File: src/rtl/core/bps_pkg.sv
// Package for the beep pattern sequencer: command codes, field widths,
// default parameter values and the shared control flag type.
// No dependencies.
package bps_pkg;

    // Fixed widths of the request and result fields.
    localparam int CMD_W = 2;
    localparam int LEN_W = 16;
    localparam int CNT_W = 8;

    // Defaults for the core parameters.
    localparam int TIME_BITS_DEF  = 16;
    localparam int COUNT_BITS_DEF = 8;

    // Command codes carried by a request.
    typedef enum logic [CMD_W-1:0] {
        CMD_TICK    = 2'd0,
        CMD_BEEP    = 2'd1,
        CMD_PATTERN = 2'd2,
        CMD_STOP    = 2'd3
    } t_cmd;

    // Control flags of the sequencer.
    typedef struct packed {
        logic running;
        logic sounding;
        logic phase_is_on;
    } t_flags;

endpackage

File: src/rtl/core/bps_if.sv
// Valid/ready channel interfaces for the beep pattern sequencer.
// Depends on bps_pkg for the field widths.
interface bps_cmd_if
    import bps_pkg::*;
();
    logic             valid;
    logic             ready;
    logic [CMD_W-1:0] command;
    logic [LEN_W-1:0] beep_length;
    logic [CNT_W-1:0] tone_count;
    logic [LEN_W-1:0] on_length;
    logic [LEN_W-1:0] off_length;

    modport source (output valid, command, beep_length, tone_count, on_length,
                    off_length, input ready);
    modport sink   (input valid, command, beep_length, tone_count, on_length,
                    off_length, output ready);
endinterface

interface bps_res_if;
    logic valid;
    logic ready;
    logic drive;
    logic busy_res;

    modport source (output valid, drive, busy_res, input ready);
    modport sink   (input valid, drive, busy_res, output ready);
endinterface

File: src/rtl/core/bps_next.sv
// Next-state logic of the beep pattern sequencer for one request.
// Depends on bps_pkg for command codes and the flag struct.
module bps_next
    import bps_pkg::*;
#(
    parameter int TIME_BITS  = TIME_BITS_DEF,
    parameter int COUNT_BITS = COUNT_BITS_DEF
) (
    input  logic                  i_accept,
    input  logic [CMD_W-1:0]      i_command,
    input  logic [LEN_W-1:0]      i_beep_length,
    input  logic [CNT_W-1:0]      i_tone_count,
    input  logic [LEN_W-1:0]      i_on_length,
    input  logic [LEN_W-1:0]      i_off_length,
    input  t_flags                i_flags,
    input  logic [COUNT_BITS-1:0] i_tones_total,
    input  logic [COUNT_BITS-1:0] i_tones_done,
    input  logic [TIME_BITS-1:0]  i_phase_ticks,
    input  logic [TIME_BITS-1:0]  i_on_held,
    input  logic [TIME_BITS-1:0]  i_off_held,
    output t_flags                o_flags,
    output logic [COUNT_BITS-1:0] o_tones_total,
    output logic [COUNT_BITS-1:0] o_tones_done,
    output logic [TIME_BITS-1:0]  o_phase_ticks,
    output logic [TIME_BITS-1:0]  o_on_held,
    output logic [TIME_BITS-1:0]  o_off_held
);

    localparam logic [TIME_BITS-1:0]  TIME_MAX  = {TIME_BITS{1'b1}};

    logic [TIME_BITS-1:0]  beep_len;
    logic [TIME_BITS-1:0]  on_len;
    logic [TIME_BITS-1:0]  off_len;
    logic [COUNT_BITS-1:0] count;
    logic [TIME_BITS-1:0]  ticks_inc;
    logic [COUNT_BITS-1:0] done_inc;

    // Fit the request lengths into the timer width, saturating when narrower.
    if (TIME_BITS >= LEN_W) begin : g_time_wide
        assign beep_len = TIME_BITS'(i_beep_length);
        assign on_len   = TIME_BITS'(i_on_length);
        assign off_len  = TIME_BITS'(i_off_length);
    end else begin : g_time_narrow
        assign beep_len = (i_beep_length > LEN_W'(TIME_MAX)) ? TIME_MAX
                                                             : i_beep_length[TIME_BITS-1:0];
        assign on_len   = (i_on_length > LEN_W'(TIME_MAX)) ? TIME_MAX
                                                           : i_on_length[TIME_BITS-1:0];
        assign off_len  = (i_off_length > LEN_W'(TIME_MAX)) ? TIME_MAX
                                                            : i_off_length[TIME_BITS-1:0];
    end

    // Fit the tone count into the counter width the same way.
    if (COUNT_BITS >= CNT_W) begin : g_count_wide
        assign count = COUNT_BITS'(i_tone_count);
    end else begin : g_count_narrow
        localparam logic [COUNT_BITS-1:0] COUNT_MAX = {COUNT_BITS{1'b1}};
        assign count = (i_tone_count > CNT_W'(COUNT_MAX)) ? COUNT_MAX
                                                          : i_tone_count[COUNT_BITS-1:0];
    end

    // Saturating phase tick count and the tone count after this gap.
    assign ticks_inc = (i_phase_ticks == TIME_MAX) ? i_phase_ticks
                                                   : i_phase_ticks + TIME_BITS'(1);
    assign done_inc  = i_tones_done + COUNT_BITS'(1);

    // Decode the command and work out the state after it.
    always_comb begin
        o_flags       = i_flags;
        o_tones_total = i_tones_total;
        o_tones_done  = i_tones_done;
        o_phase_ticks = i_phase_ticks;
        o_on_held     = i_on_held;
        o_off_held    = i_off_held;
        if (i_accept) begin
            unique case (t_cmd'(i_command)) inside
                CMD_TICK: begin
                    if (i_flags.running) begin
                        o_phase_ticks = ticks_inc;
                        if (i_tones_total == '0) begin
                            // Single beep: end once the on time has passed.
                            if (ticks_inc >= i_on_held) begin
                                o_flags.sounding = 1'b0;
                                o_flags.running  = 1'b0;
                            end
                        end else if (i_flags.phase_is_on) begin
                            if (ticks_inc >= i_on_held) begin
                                o_flags.sounding    = 1'b0;
                                o_flags.phase_is_on = 1'b0;
                                o_phase_ticks       = '0;
                            end
                        end else if (ticks_inc >= i_off_held) begin
                            // Gap done: finish the pattern or start the next tone.
                            o_tones_done = done_inc;
                            if (done_inc >= i_tones_total) begin
                                o_flags.running = 1'b0;
                            end else begin
                                o_flags.sounding    = 1'b1;
                                o_flags.phase_is_on = 1'b1;
                                o_phase_ticks       = '0;
                            end
                        end
                    end
                end
                CMD_BEEP, CMD_PATTERN: begin
                    o_tones_done        = '0;
                    o_phase_ticks       = '0;
                    o_flags.phase_is_on = 1'b1;
                    o_flags.sounding    = 1'b1;
                    o_flags.running     = 1'b1;
                    if (t_cmd'(i_command) == CMD_BEEP) begin
                        o_tones_total = '0;
                        o_on_held     = beep_len;
                    end else if (count == '0) begin
                        // An empty pattern is a zero-length beep.
                        o_tones_total = '0;
                        o_on_held     = '0;
                    end else begin
                        o_tones_total = count;
                        o_on_held     = on_len;
                        o_off_held    = off_len;
                    end
                end
                CMD_STOP: begin
                    o_flags.sounding = 1'b0;
                    o_flags.running  = 1'b0;
                end
                default: begin
                    o_flags = i_flags;
                end
            endcase
        end
    end

endmodule

File: src/rtl/core/beep_pattern_sequencer_core.sv
// Top level of the beep pattern sequencer: state registers and result register.
// Depends on bps_pkg, the channel interfaces in bps_if and bps_next.
//
// Usage:
// Requests arrive on i_cmd as commands: tick (one millisecond passes),
// single beep, pattern start and stop. Every accepted request yields
// exactly one result on o_res, carrying the buzzer drive level and the
// busy flag as they stand after that request.
// The result of a request accepted at one clock edge is registered and
// valid from the next edge on. Throughput is one request per cycle; the
// limit is the single result register, refilled in the cycle it is taken.
// While the receiver stalls with a result waiting, i_cmd.ready is low and
// the waiting result holds; when it is taken, a new request can be accepted
// at the same edge. Lengths and counts wider than TIME_BITS and COUNT_BITS
// saturate. Reset leaves the sequencer idle and silent with all counters
// and held lengths cleared and no result pending.
module beep_pattern_sequencer_core
    import bps_pkg::*;
#(
    parameter int TIME_BITS  = TIME_BITS_DEF,
    parameter int COUNT_BITS = COUNT_BITS_DEF
) (
    input  logic     i_clk,
    input  logic     i_rst_n,
    bps_cmd_if.sink  i_cmd,
    bps_res_if.source o_res
);

    t_flags                r_flags;
    logic [COUNT_BITS-1:0] r_tones_total;
    logic [COUNT_BITS-1:0] r_tones_done;
    logic [TIME_BITS-1:0]  r_phase_ticks;
    logic [TIME_BITS-1:0]  r_on_held;
    logic [TIME_BITS-1:0]  r_off_held;

    t_flags                n_flags;
    logic [COUNT_BITS-1:0] n_tones_total;
    logic [COUNT_BITS-1:0] n_tones_done;
    logic [TIME_BITS-1:0]  n_phase_ticks;
    logic [TIME_BITS-1:0]  n_on_held;
    logic [TIME_BITS-1:0]  n_off_held;

    logic r_res_valid;
    logic r_drive;
    logic r_busy;
    logic accept;

    // A request is taken whenever the result register is free or being emptied.
    assign i_cmd.ready = !r_res_valid || o_res.ready;
    assign accept      = i_cmd.valid && i_cmd.ready;

    bps_next #(
        .TIME_BITS  (TIME_BITS),
        .COUNT_BITS (COUNT_BITS)
    ) u_next (
        .i_accept      (accept),
        .i_command     (i_cmd.command),
        .i_beep_length (i_cmd.beep_length),
        .i_tone_count  (i_cmd.tone_count),
        .i_on_length   (i_cmd.on_length),
        .i_off_length  (i_cmd.off_length),
        .i_flags       (r_flags),
        .i_tones_total (r_tones_total),
        .i_tones_done  (r_tones_done),
        .i_phase_ticks (r_phase_ticks),
        .i_on_held     (r_on_held),
        .i_off_held    (r_off_held),
        .o_flags       (n_flags),
        .o_tones_total (n_tones_total),
        .o_tones_done  (n_tones_done),
        .o_phase_ticks (n_phase_ticks),
        .o_on_held     (n_on_held),
        .o_off_held    (n_off_held)
    );

    // Sequencer state.
    always_ff @(posedge i_clk) begin
        if (!i_rst_n) begin
            r_flags       <= '0;
            r_tones_total <= '0;
            r_tones_done  <= '0;
            r_phase_ticks <= '0;
            r_on_held     <= '0;
            r_off_held    <= '0;
        end else begin
            r_flags       <= n_flags;
            r_tones_total <= n_tones_total;
            r_tones_done  <= n_tones_done;
            r_phase_ticks <= n_phase_ticks;
            r_on_held     <= n_on_held;
            r_off_held    <= n_off_held;
        end
    end

    // Result register valid flag.
    always_ff @(posedge i_clk) begin
        if (!i_rst_n) begin
            r_res_valid <= 1'b0;
        end else if (accept) begin
            r_res_valid <= 1'b1;
        end else if (o_res.ready) begin
            r_res_valid <= 1'b0;
        end
    end

    // Result payload, loaded with the state after each accepted request.
    always_ff @(posedge i_clk) begin
        if (accept) begin
            r_drive <= n_flags.sounding;
            r_busy  <= n_flags.running;
        end
    end

    assign o_res.valid    = r_res_valid;
    assign o_res.drive    = r_drive;
    assign o_res.busy_res = r_busy;

endmodule

File: src/flat_wrapper.sv
// flat-port wrapper written by rule: the top's interface ports become plain ports
module beep_pattern_sequencer_core_flat import bps_pkg::*;
#(
    parameter int TIME_BITS  = TIME_BITS_DEF,
    parameter int COUNT_BITS = COUNT_BITS_DEF
)
  (i_clk, i_rst_n, i_cmd_valid, i_cmd_command, i_cmd_beep_length, i_cmd_tone_count, i_cmd_on_length, i_cmd_off_length, i_cmd_ready, o_res_valid, o_res_drive, o_res_busy_res, o_res_ready);
  bps_cmd_if i_cmd_i ();
  bps_res_if o_res_i ();
  input  logic i_clk;
  input  logic i_rst_n;
  input wire logic [$bits(i_cmd_i.valid)-1:0] i_cmd_valid;
  input wire logic [$bits(i_cmd_i.command)-1:0] i_cmd_command;
  input wire logic [$bits(i_cmd_i.beep_length)-1:0] i_cmd_beep_length;
  input wire logic [$bits(i_cmd_i.tone_count)-1:0] i_cmd_tone_count;
  input wire logic [$bits(i_cmd_i.on_length)-1:0] i_cmd_on_length;
  input wire logic [$bits(i_cmd_i.off_length)-1:0] i_cmd_off_length;
  output wire logic [$bits(i_cmd_i.ready)-1:0] i_cmd_ready;
  output wire logic [$bits(o_res_i.valid)-1:0] o_res_valid;
  output wire logic [$bits(o_res_i.drive)-1:0] o_res_drive;
  output wire logic [$bits(o_res_i.busy_res)-1:0] o_res_busy_res;
  input wire logic [$bits(o_res_i.ready)-1:0] o_res_ready;
  assign i_cmd_i.valid = i_cmd_valid;
  assign i_cmd_i.command = i_cmd_command;
  assign i_cmd_i.beep_length = i_cmd_beep_length;
  assign i_cmd_i.tone_count = i_cmd_tone_count;
  assign i_cmd_i.on_length = i_cmd_on_length;
  assign i_cmd_i.off_length = i_cmd_off_length;
  assign i_cmd_ready = i_cmd_i.ready;
  assign o_res_valid = o_res_i.valid;
  assign o_res_drive = o_res_i.drive;
  assign o_res_busy_res = o_res_i.busy_res;
  assign o_res_i.ready = o_res_ready;
  beep_pattern_sequencer_core #(.TIME_BITS(TIME_BITS), .COUNT_BITS(COUNT_BITS)) u_core (.i_clk(i_clk), .i_rst_n(i_rst_n), .i_cmd(i_cmd_i), .o_res(o_res_i));
endmodule
File: config.mk
export PLATFORM = sky130hd
export DESIGN_NAME = beep_pattern_sequencer_core_flat
export DESIGN_NICKNAME = d
export VERILOG_FILES = /design/src/rtl/core/bps_pkg.sv /design/src/rtl/core/bps_if.sv /design/src/rtl/core/bps_next.sv /design/src/rtl/core/beep_pattern_sequencer_core.sv /design/src/flat_wrapper.sv
export SDC_FILE = /design/constraint.sdc
export NUM_CORES = 1
export LEC_CHECK = 0
export BUFFER_PORTS_ARGS = -buffer_cell sky130_fd_sc_hd__buf_2
export CORE_MARGIN = 2
export CORE_UTILIZATION = 50
export CTS_BUF_LIST = sky130_fd_sc_hd__clkbuf_4
export DETAILED_ROUTE_END_ITERATION = 8
export PLACE_DENSITY = 0.79
export SYNTH_ARGS = -nofsm -noshare
export SYNTH_HDL_FRONTEND = slang
export SYNTH_SLANG_ARGS = --single-unit
File: constraint.sdc
create_clock -name i_clk -period 4.14 [get_ports i_clk]
set_input_delay 0.207 -clock i_clk [delete_from_list [all_inputs] [get_ports i_clk]]
set_output_delay 0.207 -clock i_clk [all_outputs]
set_load 0.05 [all_outputs]
### Word-level counts from Yosys, hierarchy flattened

Index checks and enable logic that the tools add are counted.
W data, S select, Z words.

* equality and inequality tests: 8
* mux-type cells: 33
* $add $sub $neg: 2
* reductions and logical operators: 14
* bitwise logic cells: 2
* order comparisons: 3

Operator list (number)
* $mux W16: 9
* $mux W8: 6
* $ge A16 B16 Y1: 2
* $pmux W16 S2: 1
* $add A16 B1 Y16 const B: 1
* $eq A16 B16 Y1 const B: 1
* $logic_not A8 Y1: 2
* $pmux W8 S2: 1
* $mux W3: 4
* $mux W2: 5
* $add A8 B1 Y8 const B: 1
* $ge A8 B8 Y1: 1
* $reduce_and A4 Y1: 2
* $pmux W2 S3: 1
* $reduce_and A6 Y1: 1
* $mux W1: 5
* $eq A2 B2 Y1 const B: 2
* $ne A2 B1 Y1 const B: 2
* $ne A2 B2 Y1 const B: 2
* $reduce_bool A2 Y1: 2
* $reduce_and A3 Y1: 1
* $eq A2 B1 Y1 const B: 1
* $logic_not A2 Y1: 1
* $not A1 Y1: 2
* other kinds (6): 6

* output and inout bits: 4
* logic and storage cells: 73
* register bits after elaboration: 70

### Logic depth before layout (Yosys ltp)

* depth after elaboration: 10
* mapped depth: 16

### Cells and area by module

From an unflattened synthesis, not the netlist that was laid out.

* cell total of the unflattened synthesis: 560
* area, all modules: 4624.4 um^2

By module, submodules not included
* bps_next: area each 2681.3 um^2, sequential area each 0.0 um^2, cells each 412, times used 1
* beep_pattern_sequencer_core: area each 1943.1 um^2, sequential area each 1421.4 um^2, cells each 148, times used 1

### Worst setup path before layout

Ideal clock, no wire load.

* path kind: register to register
* start point: register u_core.r_phase_ticks[0]
* end point: register u_core.r_phase_ticks[11]
* required time: 4.010 ns
* library setup time: 0.130 ns
* arrival: 3.336 ns
* cell stages (with the launch flop): 15
* buffers on the path: 2
* slack: 0.675 ns
* cells stage by stage: dfxtp_1 ha_1 nand3_1 or3_1 clkbuf_1 o21bai_2 nor3_1 or2_1 ha_1 nand4_1 or4_1 a31o_2 o211ai_2 buf_4 o211ai_1

* longest elaborated chain between the ends: 8

Ends and longest elaborated chain
* start: declaration: RTL line beep_pattern_sequencer_core.sv:32 `logic [TIME_BITS-1:0] r_phase_ticks;`
* start signal: assignment: RTL line beep_pattern_sequencer_core.sv:89 `r_phase_ticks <= n_phase_ticks;`
* $add A16 B1 Y16 or $eq A16 B16 Y1 (tied branches): RTL line bps_next.sv:63, bps_next.sv:62
* $mux W16 *: RTL line bps_next.sv:62 `assign ticks_inc = (i_phase_ticks == TIME_MAX) ? i_phase_ticks`
* $ge A16 B16 Y1 (tied with other cells): RTL line bps_next.sv:91 `end else if (ticks_inc >= i_off_held) begin`
* $mux W16, on equally long branches: RTL line bps_next.sv:91, bps_next.sv:86
* $mux W16: RTL line bps_next.sv:85 `end else if (i_flags.phase_is_on) begin`
* $mux W16 *: RTL line bps_next.sv:79 `if (i_tones_total == '0) begin`
* $mux W16 *: RTL line bps_next.sv:77 `if (i_flags.running) begin`
* $pmux W16 S2 *: RTL line bps_next.sv:75 `unique case (t_cmd'(i_command)) inside`

Mark *: on every way between the ends. The rest lies on a longest branch, timed or not. The select of a mux whose other input is x is not followed.
A chain may end at the register's enable or synchronous reset.

### Worst setup path after layout

* start point: register u_core.r_phase_ticks[4]
* end point: register u_core.r_phase_ticks[5]

The elaborated chain is that of the path after synthesis.

==> impl_metrics.env <==
export IMPL_wirelength_mm=11.56
export IMPL_start_util=0.5059
export IMPL_num_vias=4408
export IMPL_drv_cap=0
export IMPL_grt_pass1_wl_mm=19.97
export IMPL_clk_pin_slew_ns=0.11
export IMPL_startpoint="u_core.r_phase_ticks[4]"
export IMPL_status="finished, final reports clean"
export IMPL_final_cells=745
export IMPL_hpwl_mm=8.786
export IMPL_intPower_mw=1.086
export IMPL_die_h_um=100
export IMPL_finalCritPeriodShare=0.9425
export IMPL_crit_slowest_cell="or4_1"
export IMPL_yosysUniqueCellTypes=68
export IMPL_gp_congestion=0.9593
export IMPL_required_ns=4.44
export IMPL_async_reset_ff_frac=0
export IMPL_overflow=0
export IMPL_hp_class="in -> reg"
export IMPL_tightest_slew_ns=0.8915
export IMPL_synth_edf_count=2
export IMPL_crit_arrival_ns=4.20
export IMPL_powerDensity_nw_per_um2=294.3
export IMPL_final_layout_size_suffix_gt1_frac=0.1798
export IMPL_fp_dieW_um=100
export IMPL_routedWlPerCell_um=15.52
export IMPL_synthCells=568
export IMPL_placementRows=35
export IMPL_synth_largest_area_cell="dfxtp_1"
export IMPL_grt_util_all_layers=0.2459
export IMPL_cts_buffer_depth=2
export IMPL_power_switching_uw=454.3
export IMPL_remaining_drc_errors=0
export IMPL_pwr_share_seq=0.472
export IMPL_r2r_start="u_core.r_phase_ticks[4]"
export IMPL_grt_max_degree=49
export IMPL_cp_num_buf_inv=1
export IMPL_cts_buffers=9
export IMPL_fin_nets=736
export IMPL_drv_slew=0
export IMPL_cts_tree="done"
export IMPL_pwr_share_comb=0.200
export IMPL_fmax_ghz=0.2563
export IMPL_coreArea_um2=9109
export IMPL_p_clk_frac=0.327
export IMPL_cp_top_family="simple AND/OR/NAND/NOR gates"
export IMPL_io_pins=66
export IMPL_synthFlopType="dfxtp_1"
export IMPL_htree_levels=3
export IMPL_final_cell_mix="86 x nand2_1, 68 x dfxtp_1, 65 x buf_2, 54 x inv_1, 47 x a21oi_1"
export IMPL_syn_to_final_growth_pct=13.58
export IMPL_yosys_warnings=0
export IMPL_grt_pass1_vias=4234
export IMPL_num_fill_cells=815
export IMPL_syn_nets=675
export IMPL_antenna_cells=0
export IMPL_final_common_cell="nand2_1"
export IMPL_hold_slack_ns=0.02149
export IMPL_via_per_inst=5.917
export IMPL_io_buffers=65
export IMPL_cts_sinks=70
export IMPL_ys_seq_area_frac=0.3084
export IMPL_dr_pass1_iters=5
export IMPL_syn_area_um2=4608
export IMPL_dp_cells=723
export IMPL_worst_setup_path_start_kind="flop"
export IMPL_p_leak_nw=2.086
export IMPL_ir_drop_mv=0.1641
export IMPL_min_period_ns=3.902
export IMPL_syn_area_per_cell_um2=8.113
export IMPL_critPathKind="reg -> reg"
export IMPL_root_buffer="clkbuf_4"
export IMPL_worstPathMaxFanout=14
export IMPL_postRouteAntennaNets=0
export IMPL_antenna_found_initial=0
export IMPL_insertion_delay_ns=0.42
export IMPL_cpPeakStageDelay_ns=0.56
export IMPL_skew_ns=0.01778
export IMPL_finalSetupViolCount=0
export IMPL_rsz0062_at_grt="false"
export IMPL_postCtsSetupRepairBufs=0
export IMPL_synth_top_area_share=0.2954
export IMPL_finalHoldViolCount=0
export IMPL_maxSlewHeadroom=0.4043
export IMPL_min_from="i_cmd_off_length[2]"
export IMPL_ys_seq_elements=70
export IMPL_setup_tns_ns=0
export IMPL_drt_iter0_drc=269
export IMPL_synth_top_cells_by_area="dfxtp_1 30%, ha_1 12%, nand2_1 7.0%, a21oi_1 5.1%, inv_1 4.4%"
export IMPL_switching_share=0.2949
export IMPL_path_cells="nand4_2, or3_1, o21bai_2, nor3_1, or2_1, ha_1, nand4_1, or4_1, a31o_4, o211ai_2, buf_4, o211ai_1"
export IMPL_end_kind="flop"
export IMPL_die_area_um2=10000
## what timing repair did
item | in CTS | in global routing
gates resized for setup | 0 | 3
hold buffers | 6 | 0
endpoints found under the setup margin | 0 | 13
hold endpoints to repair | 6 | 0
## tightest hold or removal path, stage by stage
cell and delay [ns]:
buf_2 0.10, nand2_1 0.05, a21oi_1 0.05
## metal layers
layer  track usage  routed length [µm]
met4       0.09694                 276
met3       0.04109                 726
met2        0.3929                5183
met1        0.3325                5372
met5             0                   0
## logic make-up (layout without fill, tap and decap cells)
logic type	Yosys count	in the layout	share of synthesized area
multiplexers	4	4	0.009503
adder cells (fa/ha/maj)	45	45	0.1222
flip-flops	70	70	0.3084
AO/OA/AOI/OAI	171	171	0.2666
buffers and inverters	85	151	0.07602
XOR/XNOR	13	13	0.02471
AND/OR/NAND/NOR	180	180	0.1925
## sequential cells by signal, indices dropped and copies added (netlist names)
name	cells
u_core.r_off_held	16
u_core.r_on_held	16
u_core.r_phase_ticks	16
u_core.r_tones_done	8
u_core.r_tones_total	8
u_core.r_flags	3
u_core.o_res.busy_res	1
u_core.o_res.drive	1
u_core.o_res.valid	1
## through the flow
stage                     total power [mW]  area [µm²]  utilization  worst slack, ns
after global placement               1.030        4996       0.5485           0.3387
after CTS                            1.542        5213       0.5723           0.1945
after detailed placement             1.040        4996       0.5485           0.2708
final                                1.540        5234       0.5746           0.2379
after global routing                 1.612        5234       0.5746         0.006535
after floorplan                     0.9511        4608            -           0.6746
## power by group through the flow
stage | Clock, mW | Combinational, mW | Sequential, mW
2_1_floorplan | 0 | 0.202 | 0.749
3_3_place_gp | 0 | 0.289 | 0.741
3_5_place_dp | 0 | 0.297 | 0.742
4_1_cts | 0.511 | 0.304 | 0.727
5_1_grt | 0.536 | 0.344 | 0.732
6_report | 0.504 | 0.309 | 0.727
## path summary, 6_finish.rpt
check | end | slack [ns] | depth (start not counted)
setup / recovery | u_core.r_phase_ticks[5] | 0.24 | 12
hold / removal | u_core.r_off_held[2] | 0.02 | 3
setup reg to reg | u_core.r_phase_ticks[5] | 0.24 | 12
hold reg to reg | u_core.r_off_held[7] | 0.46 | 2
## cells in the mapped netlist (2+ instances only)
master	count
xnor2_1	8
nand4_1	4
buf_2	6
nand3_1	15
or4_4	2
o21ai_0	20
a2111oi_4	2
a21o_1	4
clkbuf_1	16
nand2_1	86
and2_1	5
buf_1	3
inv_1	54
a211oi_1	16
or3_1	3
nand3b_1	10
or2_1	4
and4_1	2
dfxtp_1	68
ha_1	45
o2111ai_1	9
a31oi_1	2
o211ai_1	15
xor2_1	5
nand2b_1	8
edfxtp_1	2
nor3_1	11
nor2_1	16
mux2_2	3
nor4_1	4
o21ai_1	12
and3_1	3
o221ai_1	2
buf_4	3
a221oi_1	16
o31ai_1	2
a21oi_1	47
o21a_1	5
## area by class of cell
type                       count  area [µm²]  share of cell area
clock inverter                 5       73.82             0.01410
sequential                    70        1421              0.2716
clock buffer                  11       82.58             0.01578
multi-input combinational    413        2858              0.5460
inverter                      55       206.4             0.03945
tap                          111       138.9             0.02654
timing repair buffer          80       452.9             0.08654
Note: power is estimated with default switching activity, not from simulation.
